**config.mk**
```make
export PLATFORM = sky130hd
export DESIGN_NAME = rfbs_ctrl
export DESIGN_NICKNAME = d
export VERILOG_FILES = /design/src/hdl/rfbs_pkg.sv /design/src/hdl/rfbs_ctrl.sv
export SDC_FILE = /design/constraint.sdc
export NUM_CORES = 1
export LEC_CHECK = 0
export BUFFER_PORTS_ARGS = -buffer_cell sky130_fd_sc_hd__buf_2
export CAP_MARGIN = 40
export CORE_AREA = 2 2 39 41
export CTS_CLUSTER_DIAMETER = 120
export CTS_CLUSTER_SIZE = 16
export DETAILED_ROUTE_END_ITERATION = 10
export DIE_AREA = 0 0 41 43
export SKIP_CTS_REPAIR_TIMING = 1
export SLEW_MARGIN = 0
export SYNTH_ARGS = -nofsm -noshare
export SYNTH_HDL_FRONTEND = slang
export SYNTH_SLANG_ARGS = --single-unit
```
**constraint.sdc**
```tcl
create_clock -name clk -period 1.55 [get_ports clk]
set_input_delay 0.31 -clock clk [delete_from_list [all_inputs] [get_ports clk]]
set_output_delay 0.31 -clock clk [all_outputs]
set_load 0.005 [all_outputs]
```
**src/hdl/rfbs_pkg.sv**
```systemverilog
// rfbs_pkg: shared constants, codes and types of the fifo bank scheduler
// used by every file of the block; depends on nothing

package rfbs_pkg;

  localparam int NUM_FIFOS  = 16;
  localparam int FIFO_DEPTH = 64;

  // field widths of the request and result
  localparam int OP_W     = 2;
  localparam int IDX_W    = 4;
  localparam int PKT_W    = 32;
  localparam int STAT_W   = 2;
  localparam int TOTAL_W  = 11;
  localparam int COUNT_W  = 32;

  // internal widths
  localparam int Q_W      = (NUM_FIFOS > 1) ? $clog2(NUM_FIFOS) : 1;
  localparam int HEAD_W   = (FIFO_DEPTH > 1) ? $clog2(FIFO_DEPTH) : 1;
  localparam int OCC_W    = $clog2(FIFO_DEPTH + 1);
  localparam int MEM_DEPTH = NUM_FIFOS * FIFO_DEPTH;
  localparam int ADDR_W   = (MEM_DEPTH > 1) ? $clog2(MEM_DEPTH) : 1;

  typedef enum logic [OP_W-1:0] {
    OP_ENQ    = 2'd0,
    OP_DEQ    = 2'd1,
    OP_PEEK   = 2'd2,
    OP_SETPTR = 2'd3
  } opcode_t;

  typedef enum logic [STAT_W-1:0] {
    ST_OK    = 2'd0,
    ST_DROP  = 2'd1,
    ST_EMPTY = 2'd2
  } status_t;

  // controller to datapath commands
  typedef struct packed {
    logic accept;
    logic load_out;
  } cmd_t;

endpackage

```
**src/hdl/rfbs_ctrl.sv**
```systemverilog
// rfbs_ctrl: request sequencing and output register occupancy
// depends on rfbs_pkg for the command struct

module rfbs_ctrl (
  input  logic               clk,
  input  logic               rst,
  input  logic               in_valid,
  output logic               in_ready,
  input  logic               out_ready,
  output logic               out_valid,
  output rfbs_pkg::cmd_t     cmd
);

  typedef enum logic [1:0] {
    S_IDLE = 2'b01,
    S_RESP = 2'b10
  } state_t;

  state_t state, state_next;
  logic   out_full, out_full_next;
  logic   accept, load_out;

  assign in_ready  = (state == S_IDLE);
  assign accept    = in_ready && in_valid;
  assign load_out  = (state == S_RESP) && (!out_full || out_ready);
  assign out_valid = out_full;

  assign cmd.accept   = accept;
  assign cmd.load_out = load_out;

  always_comb begin
    state_next = state;
    unique case (state)
      S_IDLE: begin
        if (accept) state_next = S_RESP;
      end
      S_RESP: begin
        if (load_out) state_next = S_IDLE;
      end
      default: state_next = S_IDLE;
    endcase
  end

  always_comb begin
    out_full_next = out_full;
    if (load_out) out_full_next = 1'b1;
    else if (out_ready) out_full_next = 1'b0;
  end

  always_ff @(posedge clk) begin
    if (rst) begin
      state    <= S_IDLE;
      out_full <= 1'b0;
    end else begin
      state    <= state_next;
      out_full <= out_full_next;
    end
  end

`ifndef SYNTHESIS
  a_accept_to_resp: assert property (@(posedge clk) disable iff (rst)
    accept |=> state == S_RESP)
    else $error("accepted request did not move to response state");

  a_load_sets_full: assert property (@(posedge clk) disable iff (rst)
    load_out |=> out_full)
    else $error("result load did not fill output register");

  a_stall_holds_resp: assert property (@(posedge clk) disable iff (rst)
    (state == S_RESP && out_full && !out_ready) |=> state == S_RESP)
    else $error("pending result left response state while output stalled");
`endif

endmodule

```
; ---- Word-level counts from Yosys, hierarchy flattened
; Cells that the tools add are included.
; W data, S select, Z words.
[op_classes]
muxes = 5
n_eq_ne = 4
n_reduce_logical = 6
[ops]
columns = op, n
row1 = $mux W2, 2
row2 = $pmux W2 S2, 1
row3 = $eq A2 B1 Y1 const B, 1
row4 = $eq A2 B2 Y1 const B, 1
row5 = $logic_and A1 B1 Y1, 2
row6 = $mux W1, 2
row7 = $ne A2 B1 Y1 const B, 1
row8 = $ne A2 B2 Y1 const B, 1
row9 = $reduce_and A2 Y1, 1
row10 = $reduce_bool A2 Y1, 1
row11 = $logic_not A1 Y1, 1
row12 = $logic_or A1 B1 Y1, 1
[word_totals]
input_bits = 4
elab_cells = 17
out_inout_bits = 4
register_bits = 3

; ---- Depth between registers and ports, before layout
; Gate-level depths: netlist (run 1).
[logic_depth]
ltp_word = 5
mapped_depth = 3
depth_no_buf = 2

; ---- Worst setup path before layout (run 1)
; Ideal clock, no wire load.
[synth_path]
path_type = input -> output
from = input out_ready
to = output cmd[0] (netlist bit)
t_arrival_ns = 0.680
path_slack_ns = 0.560
cell_stages = 3
n_path_buf = 1
required_time_ns = 1.240
path_cell_list = nand2b_1 > nor2b_1 > buf_4
[synth_via]
elab_chain_len = 2
[synth_lines]
columns = item, line_no
row1 = from (decl), rfbs_ctrl.sv:9  ; input logic out_ready,
row2 = $logic_or A1 B1 Y1, rfbs_ctrl.sv:25  ; assign load_out = (state == S_RESP) && (!out_full || out_ready);
row3 = $logic_and A1 B1 Y1, rfbs_ctrl.sv:25
row4 = to (decl), rfbs_ctrl.sv:11  ; output rfbs_pkg::cmd_t cmd
; Every way passes these cells.

==> impl_metrics.json, run 1 <==
{
  "outcome": "finished clean",
  "ys_top_cells_by_area": "dfxtp_1, buf_4, and4bb_1, nand2b_1, nor2b_1",
  "yosysSeqAreaShare_pct": 41.7,
  "multiInputGateArea_um2": 68.8,
  "max_freq_mhz": 805,
  "fin_nets": 28,
  "netlist_area_um2": 144,
  "clk_pin_slew_ns": 0.04,
  "post-route-period-util_pct": 80.1,
  "n_antenna_cell": 0,
  "first_pass_iters": 2,
  "hold_class": "input pin to register",
  "routabilityCongestion": 0.460,
  "hold_end": "out_valid",
  "start_util_pct": 10.4,
  "setup_viol": 0,
  "placed_cells": 35,
  "r2r_end": "state[1]",
  "min_path_cells": 2,
  "reg2reg_from": "state[1]",
  "endpoint_kind": "primary output",
  "finalHoldViolations": 0,
  "antenna_found_initial": 0,
  "finClkSkew_ns": 0.000169,
  "cap_violations": 0,
  "fill_cells": 161,
  "portBuffers": 7,
  "yosysTopAreaCellShare_pct": 41.7,
  "finalWorstSetupSlack_ns": 0.308,
  "htree_num_levels": 1,
  "wl_per_cell_um": 7.00,
  "r2r_slack_ns": 0.71,
  "p_leak_nw": 0.106,
  "cts_tree": "built",
  "hold_path.startpoint": "rst",
  "final_core_util_pct": 15.2,
  "period_needed_ns": 1.24,
  "fin_tns_setup_ns": 0,
  "max_slew_margin_pct": 92.3,
  "powerDensity_mw_per_mm2": 1130,
  "gr-total-overflow": 0,
  "worstMarginPinSlew_ns": 0.115,
  "insertion_delay_ns": 0.23,
  "area_growth_pct": 46.1,
  "dieArea_mm2": 0.00176,
  "via_per_inst": 3.21,
  "cp_data_arrival_time_ns": 0.93,
  "ant_nets": 0,
  "drv_slew": 0,
  "syn_area_per_cell_um2": 10.3,
  "yosys.area.top_type": "dfxtp_1",
  "die-width_um": 41,
  "grtUsageTotal_pct": 4.72,
  "fin_hold_ws_ns": 0.270,
  "cts.path.max_buffers": 2,
  "synth_seq_cells": 3,
  "die_y_um": 43,
  "criticalPathCategory": "register to primary output",
  "crit_fanout": 4,
  "drive_above_1_share_pct": 43.5,
  "ys_warn_count": 0,
  "fin_cells": 39,
  "crit_required_ns": 1.24,
  "coreArea_mm2": 0.00138,
  "drt-initial-drc-count": 1,
  "rows": 14,
  "grt_pass1_wl_um": 462,
  "rsz0062_at_grt": "no",
  "num_vias": 125,
  "worst_setup_path_start_kind": "register",
  "synth.net_count": 18,
  "ir_drop_mv": 0.173,
  "grt_max_degree": 5,
  "pre_cts_ws_ns": 0.443,
  "drc": 0,
  "r2r_cells": 2,
  "finalWirelength_um": 273,
  "synth_cell_types": 9,
  "cts_buffers": 3,
  "ctsRootBufferMaster": "clkbuf_4",
  "io-pin-count": 8,
  "first_global_vias": 127,
  "register_area_um2": 60.1,
  "cts.sinks": 3,
  "synthCells": 14
}
[critical path: stages (launching register included)]
cell and delay, ns:
dfxtp_1 0.32, and3b_1 0.26, buf_2 0.13
[layout make-up]
| cell class | count | area share, % |
|---|---|---|
| well taps | 16 | 9.52 |
| multi-input cells | 9 | 32.7 |
| clock buffers | 4 | 12.5 |
| repair buffers | 7 | 16.7 |
| flip-flops and latches | 3 | 28.6 |
[worst max path at each step]
stage	cells after the start	endpoint	startpoint
detailed placement	4	cmd[0]	out_ready
finish	2	cmd[1]	state[1]
global route	3	cmd[0]	state[0]
global placement	4	cmd[0]	out_ready
floorplan	3	cmd[0]	out_ready
CTS	2	cmd[1]	state[1]
[synthesized netlist by cell type]
cell / instances
buf_4: 2
and4bb_1: 1
a21oi_1: 1
and3b_1: 1
dfxtp_1: 3
o21ba_1: 1
nand2b_1: 2
nor2b_1: 2
o21bai_1: 1
[cell families after synthesis]
logic type,share of synthesized area [%]
and+or+nand+nor,32.2
DFF,41.7
AOI/OAI and AO/OA,15.7
buffers and inverters,10.4
[cell usage in the layout (no fill, tap or decap)]
| cell type | instances |
|---|---|
| a21oi_1 | 1 |
| and3b_1 | 1 |
| dfxtp_1 | 3 |
| buf_2 | 7 |
| nand2b_1 | 2 |
| o21bai_1 | 1 |
| o21ba_1 | 1 |
| clkbuf_1 | 1 |
| clkbuf_4 | 3 |
| and4bb_1 | 1 |
| nor2b_1 | 2 |
[per-layer routing]
layer	track usage, %	wire [um]	up-vias
met1	3.23	110	54
met5	0	0	-
li1	-	-	65
met4	6.00	0	0
met3	4.71	33	0
met2	5.94	128	6
[sequential cells by signal, indices dropped and copies added, names as in the netlist]
signal / flops
out_valid: 1
state: 2
[power by group]
part	internal, mW	switching, mW
logic	0.0129	0.00764
clock network	0.0963	0.0373
registers	0.0815	0.00280
[through the flow]
step	power, mW	cell area (um2)
5_1_grt	0.260	210
2_1_floorplan	0.0987	144
4_1_cts	0.249	210
3_5_place_dp	0.106	184
3_3_place_gp	0.106	184
6_report	0.238	210
(Power assumes the default switching activity.)
==> inputs of run 2 (changes only) <==
--- a/config.mk
+++ b/config.mk
@@ -5,6 +5,7 @@
 export SDC_FILE = /design/constraint.sdc
 export NUM_CORES = 1
 export LEC_CHECK = 0
+export ABC_AREA = 1
 export BUFFER_PORTS_ARGS = -buffer_cell sky130_fd_sc_hd__buf_2
 export CAP_MARGIN = 40
 export CORE_AREA = 2 2 39 41
==> constraint.sdc (replaced) <==
create_clock -name clk -period 1.23 [get_ports clk]
set_input_delay 0.246 -clock clk [delete_from_list [all_inputs] [get_ports clk]]
set_output_delay 0.246 -clock clk [all_outputs]
set_load 0.005 [all_outputs]
==> run 2 against run 1 <==
Synthesized area rose by 11%. Clock skew about the same. Final area grew 8.3%. Cell count increased by 15%. Synthesized cell count is 43% higher. Sequential power grew 27%. Worst hold slack got worse by 0.088 ns. Via count grew 5.6%. Power is 31% higher. Sequential share of layout area shrank 1.6 points. Worst setup slack got worse by 0.23 ns. Critical endpoint is now cmd[0].
==> impl_metrics.json, run 2 <==
{
  "yosysTopAreaCellShare_pct": 37.5,
  "cts.path.max_buffers": 2,
  "die-width_um": 41,
  "period_needed_ns": 1.15,
  "netlist_area_um2": 160,
  "final_common_cell": "buf_2",
  "regMostFlops": "state",
  "async_flop_share_pct": 0,
  "die_y_um": 43,
  "max_slew_margin_pct": 91.2,
  "coreArea_mm2": 0.00138,
  "startpoint": "out_valid",
  "endpoint_kind": "primary output",
  "mostFrequentLayoutCells": "buf_2, inv_1, nand2_1, clkbuf_4, dfxtp_1",
  "gr-total-overflow": 0,
  "powerDensity_mw_per_mm2": 1370,
  "largest_reg_flops": 2,
  "start_util_pct": 11.6,
  "worst_setup_path_start_kind": "register",
  "critPathMaxStageDelay_ns": 0.30,
  "ys_warn_count": 0,
  "yosysMostFrequentCell": "inv_1",
  "drc": 0,
  "rsz0062_at_grt": "no",
  "htree_num_levels": 1,
  "portBuffers": 7,
  "ys_top_cells_by_area": "dfxtp_1, inv_1, buf_4, nand2_1, nor2_4",
  "first_global_vias": 111,
  "first_pass_iters": 1,
  "via_per_inst": 2.93,
  "setup_viol": 0,
  "crit_family": "flip-flops",
  "crit_required_ns": 0.98,
  "synth_commonest_cells": "inv_1, dfxtp_1, nand2_1, buf_4",
  "post-route-period-util_pct": 93.4,
  "yosys.area.top_type": "dfxtp_1",
  "fin_nets": 34,
  "cap_violations": 0,
  "syn_area_per_cell_um2": 8.01,
  "cts_buffers": 3,
  "num_vias": 132,
  "io-pin-count": 8,
  "reg2reg_from": "state[1]",
  "max_freq_mhz": 870,
  "fin_tns_setup_ns": 0,
  "finalWirelength_um": 264,
  "cp_data_arrival_time_ns": 0.90,
  "clk_pin_slew_ns": 0.04,
  "finalHoldViolations": 0,
  "hold_class": "input pin to register",
  "synth_cell_types": 11,
  "synth_ff_type": "dfxtp_1",
  "n_antenna_cell": 0,
  "grt_pass1_wl_um": 407,
  "rows": 14,
  "drv_slew": 0,
  "r2r_cells": 5,
  "cp.depth": 4,
  "ir_drop_mv": 0.189,
  "synth_edf_count": 0,
  "grt_max_degree": 5,
  "outcome": "finished clean",
  "finClkSkew_ns": 0.000177,
  "cts_tree": "built",
  "routabilityCongestion": 0.533,
  "ctsRootBufferMaster": "clkbuf_4",
  "crit_chain": "inv_1 > nor2_4 > nor3_1 > buf_2",
  "drt-initial-drc-count": 0,
  "drive_above_1_share_pct": 58.6,
  "ant_nets": 0,
  "r2r_end": "state[0]",
  "setup.worst_path.end": "cmd[0]",
  "antenna_found_initial": 0,
  "synthCells": 20,
  "worstMarginPinSlew_ns": 0.131,
  "dieArea_mm2": 0.00176,
  "grtUsageTotal_pct": 4.61,
  "r2r_slack_ns": 0.47,
  "wl_per_cell_um": 5.87,
  "crit_fanout": 3,
  "synth_seq_cells": 3,
  "criticalPathCategory": "register to primary output",
  "cpMaxStageDelayCell": "dfxtp_1",
  "insertion_delay_ns": 0.23,
  "area_growth_pct": 42.2,
  "yosysSeqAreaShare_pct": 37.5,
  "cts.sinks": 3,
  "fill_cells": 163,
  "synth.net_count": 24,
  "path_buf_inv": 2,
  "p_leak_nw": 0.114,
  "dpl.hpwl_um": 205,
  "final_core_util_pct": 16.5
}
==> run 2: changes by cell type in the layout (fill, tap and decap cells not counted), moves of 2 or more <==
cell,before,now
inv_1,0,4
nand2_1,0,3
nand2b_1,2,0
nor2b_1,2,0
==> run 2: routing by layer <==
metal	track usage (%)	wire length, um
met5	0	0
met4	8.00	14
met3	4.71	42
met2	4.69	119
met1	3.21	87
==> run 2: kinds of logic (layout without fill, tap and decap cells) <==
family	count (synthesis)	in the layout	share of synthesized area (%)
flops	3	3	37.5
buf+inv	7	16	21.1
compound gates	2	2	10.2
simple gates	8	8	31.3
==> run 2: worst min-delay path by stage <==
stage | from | endpoint | slack [ns] | depth (start not counted)
finish | rst | state[1] | 0.18 | 2
global route | rst | state[1] | 0.19 | 2
CTS | rst | state[1] | 0.18 | 2
detailed placement | rst | state[1] | 0.43 | 2
global placement | rst | state[1] | 0.42 | 2
floorplan | rst | state[1] | 0.31 | 1
==> run 2: final cells by class <==
type / count / area (um2) / share of cell area (%)
inverter: 5 / 18.8 / 8.24
multi-input combinational: 10 / 66.3 / 29.1
tap: 16 / 20.0 / 8.79
timing repair buffer: 7 / 35.0 / 15.4
sequential: 3 / 61.3 / 26.9
clock buffer: 4 / 26.3 / 11.5
==> run 2: stage by stage <==
step | instance area [um2] | power (mW) | instances | hold WS, ns | setup slack (ns)
3_5_place_dp | 200 | 0.139 | 41 | 0.426 | 0.315
2_1_floorplan | 160 | 0.129 | 20 | 0.308 | 0.317
3_3_place_gp | 200 | 0.139 | 41 | 0.425 | 0.322
6_report | 228 | 0.311 | 45 | 0.182 | 0.0807
4_1_cts | 226 | 0.323 | 45 | 0.175 | 0.0573
5_1_grt | 228 | 0.335 | 45 | 0.193 | 0.00102
==> run 2: power by group <==
| part | switching [mW] | internal [mW] | leakage (nW) |
|---|---|---|---|
| sequential | 0.00347 | 0.103 | 0.0243 |
| clock | 0.0514 | 0.122 | 0.0150 |
| combinational | 0.0166 | 0.0152 | 0.0749 |
